`src/design/rlw_pkg.sv`:
```
// Package for the render liveness watchdog: widths, default register values,
// event codes, register indexes, policy and escalation codes.
// No dependencies.
package rlw_pkg;

	localparam int TIME_BITS_DEF  = 48;
	localparam int COUNT_BITS_DEF = 8;

	// Fixed field widths.
	localparam int PERIOD_BITS = 32;
	localparam int LIMIT_BITS  = 8;
	localparam int OP_BITS     = 3;
	localparam int CAUSE_BITS  = 3;
	localparam int ESC_BITS    = 2;
	localparam int POLICY_BITS = 2;
	localparam int CFG_IDX_BITS = 3;

	// Event codes.
	localparam logic [OP_BITS-1:0] OP_START     = 3'd0;
	localparam logic [OP_BITS-1:0] OP_TICK      = 3'd1;
	localparam logic [OP_BITS-1:0] OP_LOST      = 3'd2;
	localparam logic [OP_BITS-1:0] OP_FRAME     = 3'd3;
	localparam logic [OP_BITS-1:0] OP_HINT      = 3'd4;
	localparam logic [OP_BITS-1:0] OP_JUDGEABLE = 3'd5;
	localparam logic [OP_BITS-1:0] OP_CONSUME   = 3'd6;
	localparam logic [OP_BITS-1:0] OP_DISABLE   = 3'd7;

	// Register indexes.
	localparam logic [CFG_IDX_BITS-1:0] REG_PROBE_INTERVAL     = 3'd0;
	localparam logic [CFG_IDX_BITS-1:0] REG_MAX_PROBE_INTERVAL = 3'd1;
	localparam logic [CFG_IDX_BITS-1:0] REG_MISSED_LIMIT       = 3'd2;
	localparam logic [CFG_IDX_BITS-1:0] REG_LOSS_WINDOW        = 3'd3;
	localparam logic [CFG_IDX_BITS-1:0] REG_MAX_WINDOW_LOSSES  = 3'd4;
	localparam logic [CFG_IDX_BITS-1:0] REG_MAX_RECOVERIES     = 3'd5;
	localparam logic [CFG_IDX_BITS-1:0] REG_HOLD_CAP           = 3'd6;
	localparam logic [CFG_IDX_BITS-1:0] REG_LOSS_POLICY        = 3'd7;

	// Register reset values.
	localparam logic [PERIOD_BITS-1:0] PROBE_INTERVAL_RST     = 32'd5000;
	localparam logic [PERIOD_BITS-1:0] MAX_PROBE_INTERVAL_RST = 32'd60000;
	localparam logic [LIMIT_BITS-1:0]  MISSED_LIMIT_RST       = 8'd2;
	localparam logic [PERIOD_BITS-1:0] LOSS_WINDOW_RST        = 32'd600000;
	localparam logic [LIMIT_BITS-1:0]  MAX_WINDOW_LOSSES_RST  = 8'd3;
	localparam logic [LIMIT_BITS-1:0]  MAX_RECOVERIES_RST     = 8'd5;
	localparam logic [PERIOD_BITS-1:0] HOLD_CAP_RST           = 32'd30000;

	// Loss policies.
	localparam logic [POLICY_BITS-1:0] POLICY_RESTART = 2'd0;
	localparam logic [POLICY_BITS-1:0] POLICY_EXIT    = 2'd1;
	localparam logic [POLICY_BITS-1:0] POLICY_LOG     = 2'd2;
	localparam logic [POLICY_BITS-1:0] POLICY_RESTART_ALT = 2'd3;

	// Causes and escalation codes.
	localparam logic [CAUSE_BITS-1:0] CAUSE_NONE      = 3'd0;
	localparam logic [CAUSE_BITS-1:0] CAUSE_NO_FRAMES = 3'd1;
	localparam logic [ESC_BITS-1:0]   ESC_NONE        = 2'd0;
	localparam logic [ESC_BITS-1:0]   ESC_THRASH      = 2'd1;
	localparam logic [ESC_BITS-1:0]   ESC_EXHAUSTED   = 2'd2;

endpackage

```
`src/design/rlw_backoff.sv`:
```
// Restart backoff: min(interval << (attempts-1), ceiling) without overflow.
// Depends on rlw_pkg.
module rlw_backoff #(
	parameter int COUNT_BITS = rlw_pkg::COUNT_BITS_DEF
) (
	input  logic [rlw_pkg::PERIOD_BITS-1:0] interval,
	input  logic [rlw_pkg::PERIOD_BITS-1:0] ceiling,
	input  logic [COUNT_BITS-1:0]           attempts,
	output logic [rlw_pkg::PERIOD_BITS-1:0] period
);

	localparam int PB = rlw_pkg::PERIOD_BITS;

	logic [31:0]     shift_w;
	logic [2*PB-1:0] wide;

	assign shift_w = 32'(attempts) - 32'd1;
	assign wide    = {{PB{1'b0}}, interval} << shift_w[4:0];

	always_comb begin
		if (32'(attempts) <= 32'd1) begin
			period = (interval > ceiling) ? ceiling : interval;
		end else if (interval == '0) begin
			period = '0;
		end else if (shift_w >= 32'd32) begin
			period = ceiling;
		end else if (wide > {{PB{1'b0}}, ceiling}) begin
			period = ceiling;
		end else begin
			period = wide[PB-1:0];
		end
	end

endmodule

```
`src/design/render_liveness_watchdog_unit.sv`:
```
// Top level of the render liveness watchdog: input register, event logic,
// watchdog state, configuration registers and result register.
// Depends on rlw_pkg and rlw_backoff.
//
//  channel   signals                                       direction
//  in        in_valid, in_ready, op, now_ms, lost_cause,    request in
//            judgeable
//  out       out_valid, out_ready, probe_kick ... hold_active   result out
//  cfg       cfg_write, cfg_index, cfg_data                 register write
//
// One event per cycle unless a waiting result stalls: a request is registered,
// then evaluated against the watchdog state while the result register loads,
// which raises out_valid. A waiting result holds the evaluation stage; the
// input register can still take one request if it is empty, then in_ready
// stays low until out_ready is seen.
// Reset clears the valid flags and the watchdog state and loads the register defaults.
module render_liveness_watchdog_unit #(
	parameter int TIME_BITS  = rlw_pkg::TIME_BITS_DEF,
	parameter int COUNT_BITS = rlw_pkg::COUNT_BITS_DEF
) (
	input  logic clk,
	input  logic arst_n,

	input  logic                             in_valid,
	output logic                             in_ready,
	input  logic [rlw_pkg::OP_BITS-1:0]      op,
	input  logic [TIME_BITS-1:0]             now_ms,
	input  logic [rlw_pkg::CAUSE_BITS-1:0]   lost_cause,
	input  logic                             judgeable,

	output logic                             out_valid,
	input  logic                             out_ready,
	output logic                             probe_kick,
	output logic [rlw_pkg::PERIOD_BITS-1:0]  timer_period,
	output logic                             loss_notice,
	output logic [rlw_pkg::CAUSE_BITS-1:0]   loss_cause,
	output logic [rlw_pkg::ESC_BITS-1:0]     escalation,
	output logic                             quit_process,
	output logic                             rebuild_engine,
	output logic                             hold_expired_taken,
	output logic                             hold_active,

	input  logic                             cfg_write,
	input  logic [rlw_pkg::CFG_IDX_BITS-1:0] cfg_index,
	input  logic [rlw_pkg::PERIOD_BITS-1:0]  cfg_data
);

	localparam int PB   = rlw_pkg::PERIOD_BITS;
	localparam int LB   = rlw_pkg::LIMIT_BITS;
	localparam int CMPW = (COUNT_BITS > LB) ? COUNT_BITS : LB;

	// Configuration registers.
	logic [PB-1:0] probe_interval_q, max_probe_interval_q, loss_window_q, hold_cap_q;
	logic [LB-1:0] missed_limit_q, max_window_losses_q, max_recoveries_q;
	logic [rlw_pkg::POLICY_BITS-1:0] loss_policy_q;

	// Input stage.
	logic                           valid_s1;
	logic [rlw_pkg::OP_BITS-1:0]    op_s1;
	logic [TIME_BITS-1:0]           now_s1;
	logic [rlw_pkg::CAUSE_BITS-1:0] cause_s1;
	logic                           judge_s1;

	// Watchdog state.
	logic disabled_q, probe_pending_q, loss_reported_q, window_open_q;
	logic holding_q, hold_expired_q;
	logic [COUNT_BITS-1:0] missed_count_q, window_losses_q, recovery_count_q;
	logic [TIME_BITS-1:0]  window_start_q, hold_start_q;

	// Result register.
	logic                           out_valid_q;
	logic                           probe_kick_q, loss_notice_q, exit_q, restart_q;
	logic                           taken_q, hold_active_q;
	logic [PB-1:0]                  timer_period_q;
	logic [rlw_pkg::CAUSE_BITS-1:0] loss_cause_q;
	logic [rlw_pkg::ESC_BITS-1:0]   escalation_q;

	logic advance;
	assign advance  = valid_s1 && (!out_valid_q || out_ready);
	assign in_ready = !valid_s1 || advance;

	function automatic logic [COUNT_BITS-1:0] sat_inc(input logic [COUNT_BITS-1:0] v);
		sat_inc = (v == '1) ? v : v + COUNT_BITS'(1);
	endfunction

	function automatic logic hold_force(input logic h, input logic [TIME_BITS-1:0] start,
		input logic [TIME_BITS-1:0] now, input logic [PB-1:0] cap);
		logic [TIME_BITS-1:0] el;
		el = now - start;
		if (!h) begin
			hold_force = 1'b0;
		end else if (cap == '0) begin
			hold_force = 1'b1;
		end else begin
			hold_force = el < TIME_BITS'(cap);
		end
	endfunction

	// Backoff sees the recovery count after the increment of a restart.
	logic [COUNT_BITS-1:0] rc_inc;
	logic [PB-1:0]         backoff_period;
	assign rc_inc = sat_inc(recovery_count_q);

	rlw_backoff #(
		.COUNT_BITS(COUNT_BITS)
	) u_backoff (
		.interval (probe_interval_q),
		.ceiling  (max_probe_interval_q),
		.attempts (rc_inc),
		.period   (backoff_period)
	);

	// Next-state and result logic.
	logic n_dis, n_pp, n_lr, n_wo, n_hold, n_hexp;
	logic [COUNT_BITS-1:0] n_mc, n_wl, n_rc;
	logic [TIME_BITS-1:0]  n_ws, n_hs;
	logic                           r_start, r_report, r_exit, r_restart, r_taken, r_active;
	logic [PB-1:0]                  r_period;
	logic [rlw_pkg::CAUSE_BITS-1:0] r_cause;
	logic [rlw_pkg::ESC_BITS-1:0]   r_esc;

	always_comb begin
		logic                           do_loss;
		logic [rlw_pkg::CAUSE_BITS-1:0] cause_v;
		logic [TIME_BITS-1:0]           win_el;
		logic                           thrash, exhausted, restart_pol;

		n_dis = disabled_q;     n_pp = probe_pending_q; n_lr = loss_reported_q;
		n_wo = window_open_q;   n_hold = holding_q;     n_hexp = hold_expired_q;
		n_mc = missed_count_q;  n_wl = window_losses_q; n_rc = recovery_count_q;
		n_ws = window_start_q;  n_hs = hold_start_q;
		r_start = 1'b0; r_report = 1'b0; r_exit = 1'b0; r_restart = 1'b0;
		r_taken = 1'b0; r_period = '0; r_cause = rlw_pkg::CAUSE_NONE;
		r_esc = rlw_pkg::ESC_NONE;
		do_loss = 1'b0;
		cause_v = rlw_pkg::CAUSE_NONE;
		thrash = 1'b0;
		exhausted = 1'b0;
		restart_pol = 1'b0;
		win_el = now_s1 - window_start_q;

		case (op_s1)
			rlw_pkg::OP_START: begin
				if (!disabled_q) begin
					n_pp = 1'b1;
					r_start = 1'b1;
					r_period = probe_interval_q;
				end
			end
			rlw_pkg::OP_TICK: begin
				if (!disabled_q) begin
					if (hold_force(holding_q, hold_start_q, now_s1, hold_cap_q)) begin
						n_pp = 1'b1;
						r_start = 1'b1;
					end else begin
						if (holding_q) begin
							n_hexp = 1'b1;
						end
						if (probe_pending_q) begin
							n_mc = sat_inc(missed_count_q);
						end
						if (probe_pending_q && CMPW'(n_mc) >= CMPW'(missed_limit_q)) begin
							do_loss = 1'b1;
							cause_v = rlw_pkg::CAUSE_NO_FRAMES;
						end else begin
							n_pp = 1'b1;
							r_start = 1'b1;
						end
					end
				end
			end
			rlw_pkg::OP_LOST: begin
				if (!disabled_q) begin
					do_loss = 1'b1;
					cause_v = cause_s1;
				end
			end
			rlw_pkg::OP_FRAME: begin
				if (!disabled_q) begin
					n_pp = 1'b0;
					n_mc = '0;
					n_lr = 1'b0;
					n_hold = 1'b0;
					n_hs = '0;
					n_hexp = 1'b0;
					if (recovery_count_q != '0) begin
						n_rc = '0;
						r_period = probe_interval_q;
					end
				end
			end
			rlw_pkg::OP_HINT: begin
				if (!disabled_q) begin
					n_pp = 1'b1;
					r_start = 1'b1;
				end
			end
			rlw_pkg::OP_JUDGEABLE: begin
				if (judge_s1) begin
					n_hold = 1'b0;
					n_hs = '0;
					n_hexp = 1'b0;
				end else if (!holding_q) begin
					n_hold = 1'b1;
					n_hs = now_s1;
					n_hexp = 1'b0;
				end
			end
			rlw_pkg::OP_CONSUME: begin
				if (hold_expired_q) begin
					n_hold = 1'b0;
					n_hs = '0;
					n_hexp = 1'b0;
					r_taken = 1'b1;
				end
			end
			default: begin
				n_dis = 1'b1;
				n_pp = 1'b0;
			end
		endcase

		// Loss declaration: the window is counted once per episode.
		if (do_loss) begin
			r_cause = cause_v;
			if (!loss_reported_q) begin
				n_lr = 1'b1;
				r_report = 1'b1;
				if (!window_open_q || (loss_window_q != '0 &&
					win_el > TIME_BITS'(loss_window_q))) begin
					n_wo = 1'b1;
					n_ws = now_s1;
					n_wl = COUNT_BITS'(1);
				end else begin
					n_wl = sat_inc(window_losses_q);
				end
			end
			thrash = (max_window_losses_q != '0) &&
				(CMPW'(n_wl) > CMPW'(max_window_losses_q));
			exhausted = (max_recoveries_q != '0) &&
				(CMPW'(recovery_count_q) >= CMPW'(max_recoveries_q));
			restart_pol = (loss_policy_q == rlw_pkg::POLICY_RESTART) ||
				(loss_policy_q == rlw_pkg::POLICY_RESTART_ALT);
			if (restart_pol && (thrash || exhausted)) begin
				r_esc = thrash ? rlw_pkg::ESC_THRASH : rlw_pkg::ESC_EXHAUSTED;
				n_dis = 1'b1;
				r_exit = 1'b1;
			end else if (loss_policy_q == rlw_pkg::POLICY_EXIT) begin
				n_dis = 1'b1;
				r_exit = 1'b1;
			end else if (loss_policy_q == rlw_pkg::POLICY_LOG) begin
				n_pp = 1'b1;
				r_start = 1'b1;
			end else begin
				n_rc = rc_inc;
				n_mc = '0;
				n_pp = 1'b1;
				r_restart = 1'b1;
				r_period = backoff_period;
			end
		end

		r_active = hold_force(n_hold, n_hs, now_s1, hold_cap_q);
	end

	// Configuration registers.
	always_ff @(posedge clk or negedge arst_n) begin
		if (!arst_n) begin
			probe_interval_q     <= rlw_pkg::PROBE_INTERVAL_RST;
			max_probe_interval_q <= rlw_pkg::MAX_PROBE_INTERVAL_RST;
			missed_limit_q       <= rlw_pkg::MISSED_LIMIT_RST;
			loss_window_q        <= rlw_pkg::LOSS_WINDOW_RST;
			max_window_losses_q  <= rlw_pkg::MAX_WINDOW_LOSSES_RST;
			max_recoveries_q     <= rlw_pkg::MAX_RECOVERIES_RST;
			hold_cap_q           <= rlw_pkg::HOLD_CAP_RST;
			loss_policy_q        <= rlw_pkg::POLICY_RESTART;
		end else if (cfg_write) begin
			case (cfg_index)
				rlw_pkg::REG_PROBE_INTERVAL:     probe_interval_q     <= cfg_data;
				rlw_pkg::REG_MAX_PROBE_INTERVAL: max_probe_interval_q <= cfg_data;
				rlw_pkg::REG_MISSED_LIMIT:       missed_limit_q       <= cfg_data[LB-1:0];
				rlw_pkg::REG_LOSS_WINDOW:        loss_window_q        <= cfg_data;
				rlw_pkg::REG_MAX_WINDOW_LOSSES:  max_window_losses_q  <= cfg_data[LB-1:0];
				rlw_pkg::REG_MAX_RECOVERIES:     max_recoveries_q     <= cfg_data[LB-1:0];
				rlw_pkg::REG_HOLD_CAP:           hold_cap_q           <= cfg_data;
				rlw_pkg::REG_LOSS_POLICY:
					loss_policy_q <= cfg_data[rlw_pkg::POLICY_BITS-1:0];
				default: begin
				end
			endcase
		end
	end

	// Input stage control and payload.
	always_ff @(posedge clk or negedge arst_n) begin
		if (!arst_n) begin
			valid_s1 <= 1'b0;
		end else if (in_ready) begin
			valid_s1 <= in_valid;
		end
	end

	always_ff @(posedge clk) begin
		if (in_ready && in_valid) begin
			op_s1    <= op;
			now_s1   <= now_ms;
			cause_s1 <= lost_cause;
			judge_s1 <= judgeable;
		end
	end

	// Watchdog state.
	always_ff @(posedge clk or negedge arst_n) begin
		if (!arst_n) begin
			disabled_q       <= 1'b0;
			probe_pending_q  <= 1'b0;
			loss_reported_q  <= 1'b0;
			window_open_q    <= 1'b0;
			holding_q        <= 1'b0;
			hold_expired_q   <= 1'b0;
			missed_count_q   <= '0;
			window_losses_q  <= '0;
			recovery_count_q <= '0;
			window_start_q   <= '0;
			hold_start_q     <= '0;
		end else if (advance) begin
			disabled_q       <= n_dis;
			probe_pending_q  <= n_pp;
			loss_reported_q  <= n_lr;
			window_open_q    <= n_wo;
			holding_q        <= n_hold;
			hold_expired_q   <= n_hexp;
			missed_count_q   <= n_mc;
			window_losses_q  <= n_wl;
			recovery_count_q <= n_rc;
			window_start_q   <= n_ws;
			hold_start_q     <= n_hs;
		end
	end

	// Result register.
	always_ff @(posedge clk or negedge arst_n) begin
		if (!arst_n) begin
			out_valid_q <= 1'b0;
		end else if (advance) begin
			out_valid_q <= 1'b1;
		end else if (out_ready) begin
			out_valid_q <= 1'b0;
		end
	end

	always_ff @(posedge clk) begin
		if (advance) begin
			probe_kick_q   <= r_start;
			timer_period_q <= r_period;
			loss_notice_q  <= r_report;
			loss_cause_q   <= r_cause;
			escalation_q   <= r_esc;
			exit_q         <= r_exit;
			restart_q      <= r_restart;
			taken_q        <= r_taken;
			hold_active_q  <= r_active;
		end
	end

	assign out_valid          = out_valid_q;
	assign probe_kick         = probe_kick_q;
	assign timer_period       = timer_period_q;
	assign loss_notice        = loss_notice_q;
	assign loss_cause         = loss_cause_q;
	assign escalation         = escalation_q;
	assign quit_process       = exit_q;
	assign rebuild_engine     = restart_q;
	assign hold_expired_taken = taken_q;
	assign hold_active        = hold_active_q;

endmodule
```
`config.mk`:
```
export PLATFORM = sky130hd
export DESIGN_NAME = render_liveness_watchdog_unit
export DESIGN_NICKNAME = d
export VERILOG_FILES = /design/src/design/rlw_pkg.sv /design/src/design/rlw_backoff.sv /design/src/design/render_liveness_watchdog_unit.sv
export SDC_FILE = /design/constraint.sdc
export NUM_CORES = 1
export LEC_CHECK = 0
export ABC_AREA = 1
export BUFFER_PORTS_ARGS = -buffer_cell sky130_fd_sc_hd__buf_2
export CAP_MARGIN = 20
export CORE_MARGIN = 2
export CORE_UTILIZATION = 30
export CTS_BUF_LIST = sky130_fd_sc_hd__clkbuf_8
export DETAILED_ROUTE_END_ITERATION = 7
export GPL_ROUTABILITY_DRIVEN = 0
export PLACE_DENSITY = 0.49
export SYNTH_ARGS = -nofsm -noshare
export SYNTH_HDL_FRONTEND = slang
export SYNTH_HIERARCHICAL = 1
export SYNTH_SLANG_ARGS = --single-unit
export TNS_END_PERCENT = 10
```
`constraint.sdc`:
```
create_clock -name clk -period 12.3 [get_ports clk]
set_input_delay 2.46 -clock clk [delete_from_list [all_inputs] [get_ports clk]]
set_output_delay 2.46 -clock clk [all_outputs]
set_load 0.1 [all_outputs]
```
==> results.txt <==
- Registers are responsible for 25.4% of the overall power.
- Number of fillers in the final layout: 12730
- Routed wire length: 127500 µm
- Maximum VDD drop: 0.06588 mV
- Run status: finished, final reports clean
- Max Fanout on Critical Path: 29
- Crit path arrival time: 7.88 ns
* Post-synth net total: 5655
- Setup violations remaining at the end of the flow were counted as 0.
* Cell repeated most along the worst path: sky130_fd_sc_hd__nand2_1
* Setup crit start kind: register
* Internal cell power: 3468 µW
- CP Data Required Time: 12.85 ns
- DRC violations left: 0
* Vias in the first global route: 32950
- Filler-free cell count of the finished design: 6925
- Post-synthesis cell type with the largest combined area: sky130_fd_sc_hd__dfrtp_1
* Number of placement rows: 124
* Final ANT Viol Nets: 0
- The die is 342.9 µm wide.
* Synth Cell Area: 34460 µm²
- Clock-pin slew was measured on the worst setup and hold paths at 0.06 ns.
* Level count of the clock H-tree: 3
- Pre-CTS setup slack: 4.610 ns
- Register cell area after layout: 10040 µm²
* Pin count of the biggest net entering global routing: 107
* Actual transition at the worst max-transition pin: 1.078 ns
* Fraction of synthesized area in multiplexers: 0%
* Wire length of the first global-routing pass: 192700 µm
* Area delta synth->final: 11.72%
- After synthesis, flip-flops and latches occupy 29.13% of the total area.
- Kind of capture point of the worst setup path: register
- Critical path launch point: now_s1[2]
* Post-cts resize count: 0
- Hold path start: window_start_q[38]
- DPL Wire Length: 102200 µm
* Per-cell routed wire length: 18.42 µm
- Clk sinks: 380
* Count of final max-slew check failures: 0
- After synthesis, the largest area contributor takes up 18.15% of total cell area.
* Mean cell area of the mapped netlist: 6.595 µm²
- Core footprint: 114200 µm²
- Number of enable flip-flop cells after synthesis: 98
* Worst Hold Class: register to register
- In this run, CTS created clock tree buffers numbering 77.
- TritonCTS clock tree: built
- Of all flip-flops after synthesis, the portion carrying an async set or reset was 74.21%.
* Worst skew pair latency: 0.73 ns
- Count of yosys warnings during synthesis: 6
- Hold is met by 0.4673 ns.
- Routed via count: 34340
* Drt first-iter violations: 2492
- Worst R2R Path Depth: 39
- Across the run, the number of max-cap violations was 0.
- Worst hold path depth: 2
- Before antenna repair, the detailed router went through 5 iterations.
- Of the total power, the clock network draws 22.9%.
- Fin crit period: 7.334 ns
- Synthesis inferred 380 register bits.
- The die covers 117600 µm².
- FF-to-FF Start: now_s1[2]
* Net Sw Power: 3028 µW
- The initial antenna violation count is 7.
* Post-synth top cells: sky130_fd_sc_hd__nand2_1 (1618), sky130_fd_sc_hd__inv_1 (830), sky130_fd_sc_hd__nand3_1 (371)
* Aggregate negative setup slack: 0 ns
- Most frequently used cell type in the post-synthesis netlist: sky130_fd_sc_hd__nand2_1
* Total track usage: 21.31%
- Multi-input gate area: 20640 µm²
- Headroom to the max-slew limit came out at 27.94%.
* Critical path type: register to register
- Height of the die: 342.9 µm
- After the last flow step, the layout net total stands at 5778.
- The tree is rooted in a sky130_fd_sc_hd__clkbuf_8.
- Area share of and/or/nand/nor cells after synthesis: 31.41%
- Effective utilization at floorplan: 30.18%
* Main combinational cell family by area after synthesis: simple AND/OR/NAND/NOR gates
- Worst clock skew: 0.05219 ns
- In this run, distinct cell masters in the synthesized netlist total 64.
- Number of hold violations in the final report: 0
* Sum of overflow across all layers after global routing: 0
- Number of setup buffers added after CTS: 0
- In the routed layout, each cell is associated on average with a via count of 4.958.
- Dividing total power by cell area gives a power density of 168.7 nW/µm².
- Adder-cell share of the synthesized area: 12.19%
- Summing all non-filler instances in the final layout gives an area of 38500 µm².
* Post-CTS Hold Buffers: 0
- For this run, the slowest stage of the critical path takes 0.56 ns.
* I/O pins: 140
- Of the total synthesized cell area, the portion taken by XOR and XNOR cells is 2.926%.
- Cell count after placement: 6779
- Share of the clock period used by the worst path after layout: 59.62%
- The slowest stage of the critical path belongs to the cell sky130_fd_sc_hd__nor4_1.
- The post-route netlist has 7.394% of its cells at a drive strength greater than 1.
- Synthesized instance count: 5226
* Final WS setup: 4.966 ns
* Fmax: 0.1364 GHz
- Of the total power, combinational logic draws 51.6%.
* Ranking of synthesized cells by area: sky130_fd_sc_hd__dfrtp_1 (18%), sky130_fd_sc_hd__nand2_1 (18%), sky130_fd_sc_hd__ha_1 (12%)
* RSZ-0062 raised after global routing: false
* Total placed instance area: 36740 µm²
* Prevailing post-synth register cell: sky130_fd_sc_hd__dfrtp_1
- Summing the areas of all compound-gate instances in the mapped netlist gives 13.21% of the synthesized area.
- Clock buffer depth: 3
- In this run switching power makes up 46.61% of total power.
* Static leakage power: 0.01938 µW
* Port Buffer Count: 139
[state kept, by name, indices dropped and copies added (netlist names), 32 cells and up]
register and cells:
timer_period 32, hold_start_q 48, max_probe_interval_q 32, now_s1 48
window_start_q 48, probe_interval_q 32, loss_window_q 32, hold_cap_q 32
[final cells by class]
class	count	share of cell area (%)
diodes	3	0.01950
clock buffers	85	3.038
clock inverters	55	1.339
inverters	854	8.351
multi-input cells	3861	53.59
flip-flops and latches	380	26.07
well taps	1512	4.913
repair buffers	175	2.671
[metrics by stage]
stage | total power, µW | util (%)
after floorplan | 4030 | -
after global placement | 4963 | 32.16
after detailed placement | 4993 | 32.18
after CTS | 6528 | 33.65
after global routing | 7041 | 33.72
final | 6496 | 33.72
[placed cells by master, fill, tap and decap left out, drive strengths merged, types with 110 or more instances in the layout]
master,synthesis,final
nor2,361,361
buf,62,175
dfrtp,250,250
inv,850,874
o21ai,368,368
nand3,375,375
a21oi,282,282
ha,331,331
nand4,110,110
nand2,1631,1631
[final timing paths]
check / end / slack (ns)
max reg2reg: timer_period[26] / 4.97
min in group asynchronous: valid_s1 / 1.77
min reg2reg: window_start_q[38] / 0.47
min: window_start_q[38] / 0.47
max in group asynchronous: window_start_q[40] / 8.31
max: timer_period[26] / 4.97
[power groups by stage]
stage               clock (µW)  sequential [µW]  combinational (µW)
floorplan                    0             1730                2300
global placement             0             1670                3290
detailed placement           0             1670                3320
CTS                       1540             1650                3330
global route              1600             1680                3770
finish                    1490             1650                3350
[cells by family (layout without fill, tap and decap cells)]
group,after synthesis,after routing
xor+xnor,113,113
compound gates,830,830
buf+inv,985,1169
other cells,0,3
flops,380,380
simple gates,2584,2584
fa+ha+maj,334,334
[worst max-delay path: cells and delay by family (launching register included)]
kind	cells	cell delay [ns]
flip-flops	1	0.49
AND/OR/NAND/NOR	20	2.73
XOR/XNOR	1	0.23
buffers and inverters	7	0.94
adder cells (fa/ha/maj)	3	1.09
AO/OA/AOI/OAI	8	1.67
[layer usage]
layer,global-route usage (%),vias up,share of wire [%]
li1,-,17240,-
met1,27.37,15990,44
met2,36.44,873,48
met3,2.726,230,4.6
met4,7.860,0,3.5
met5,0,-,0
Power figures use the tool's default switching activity.
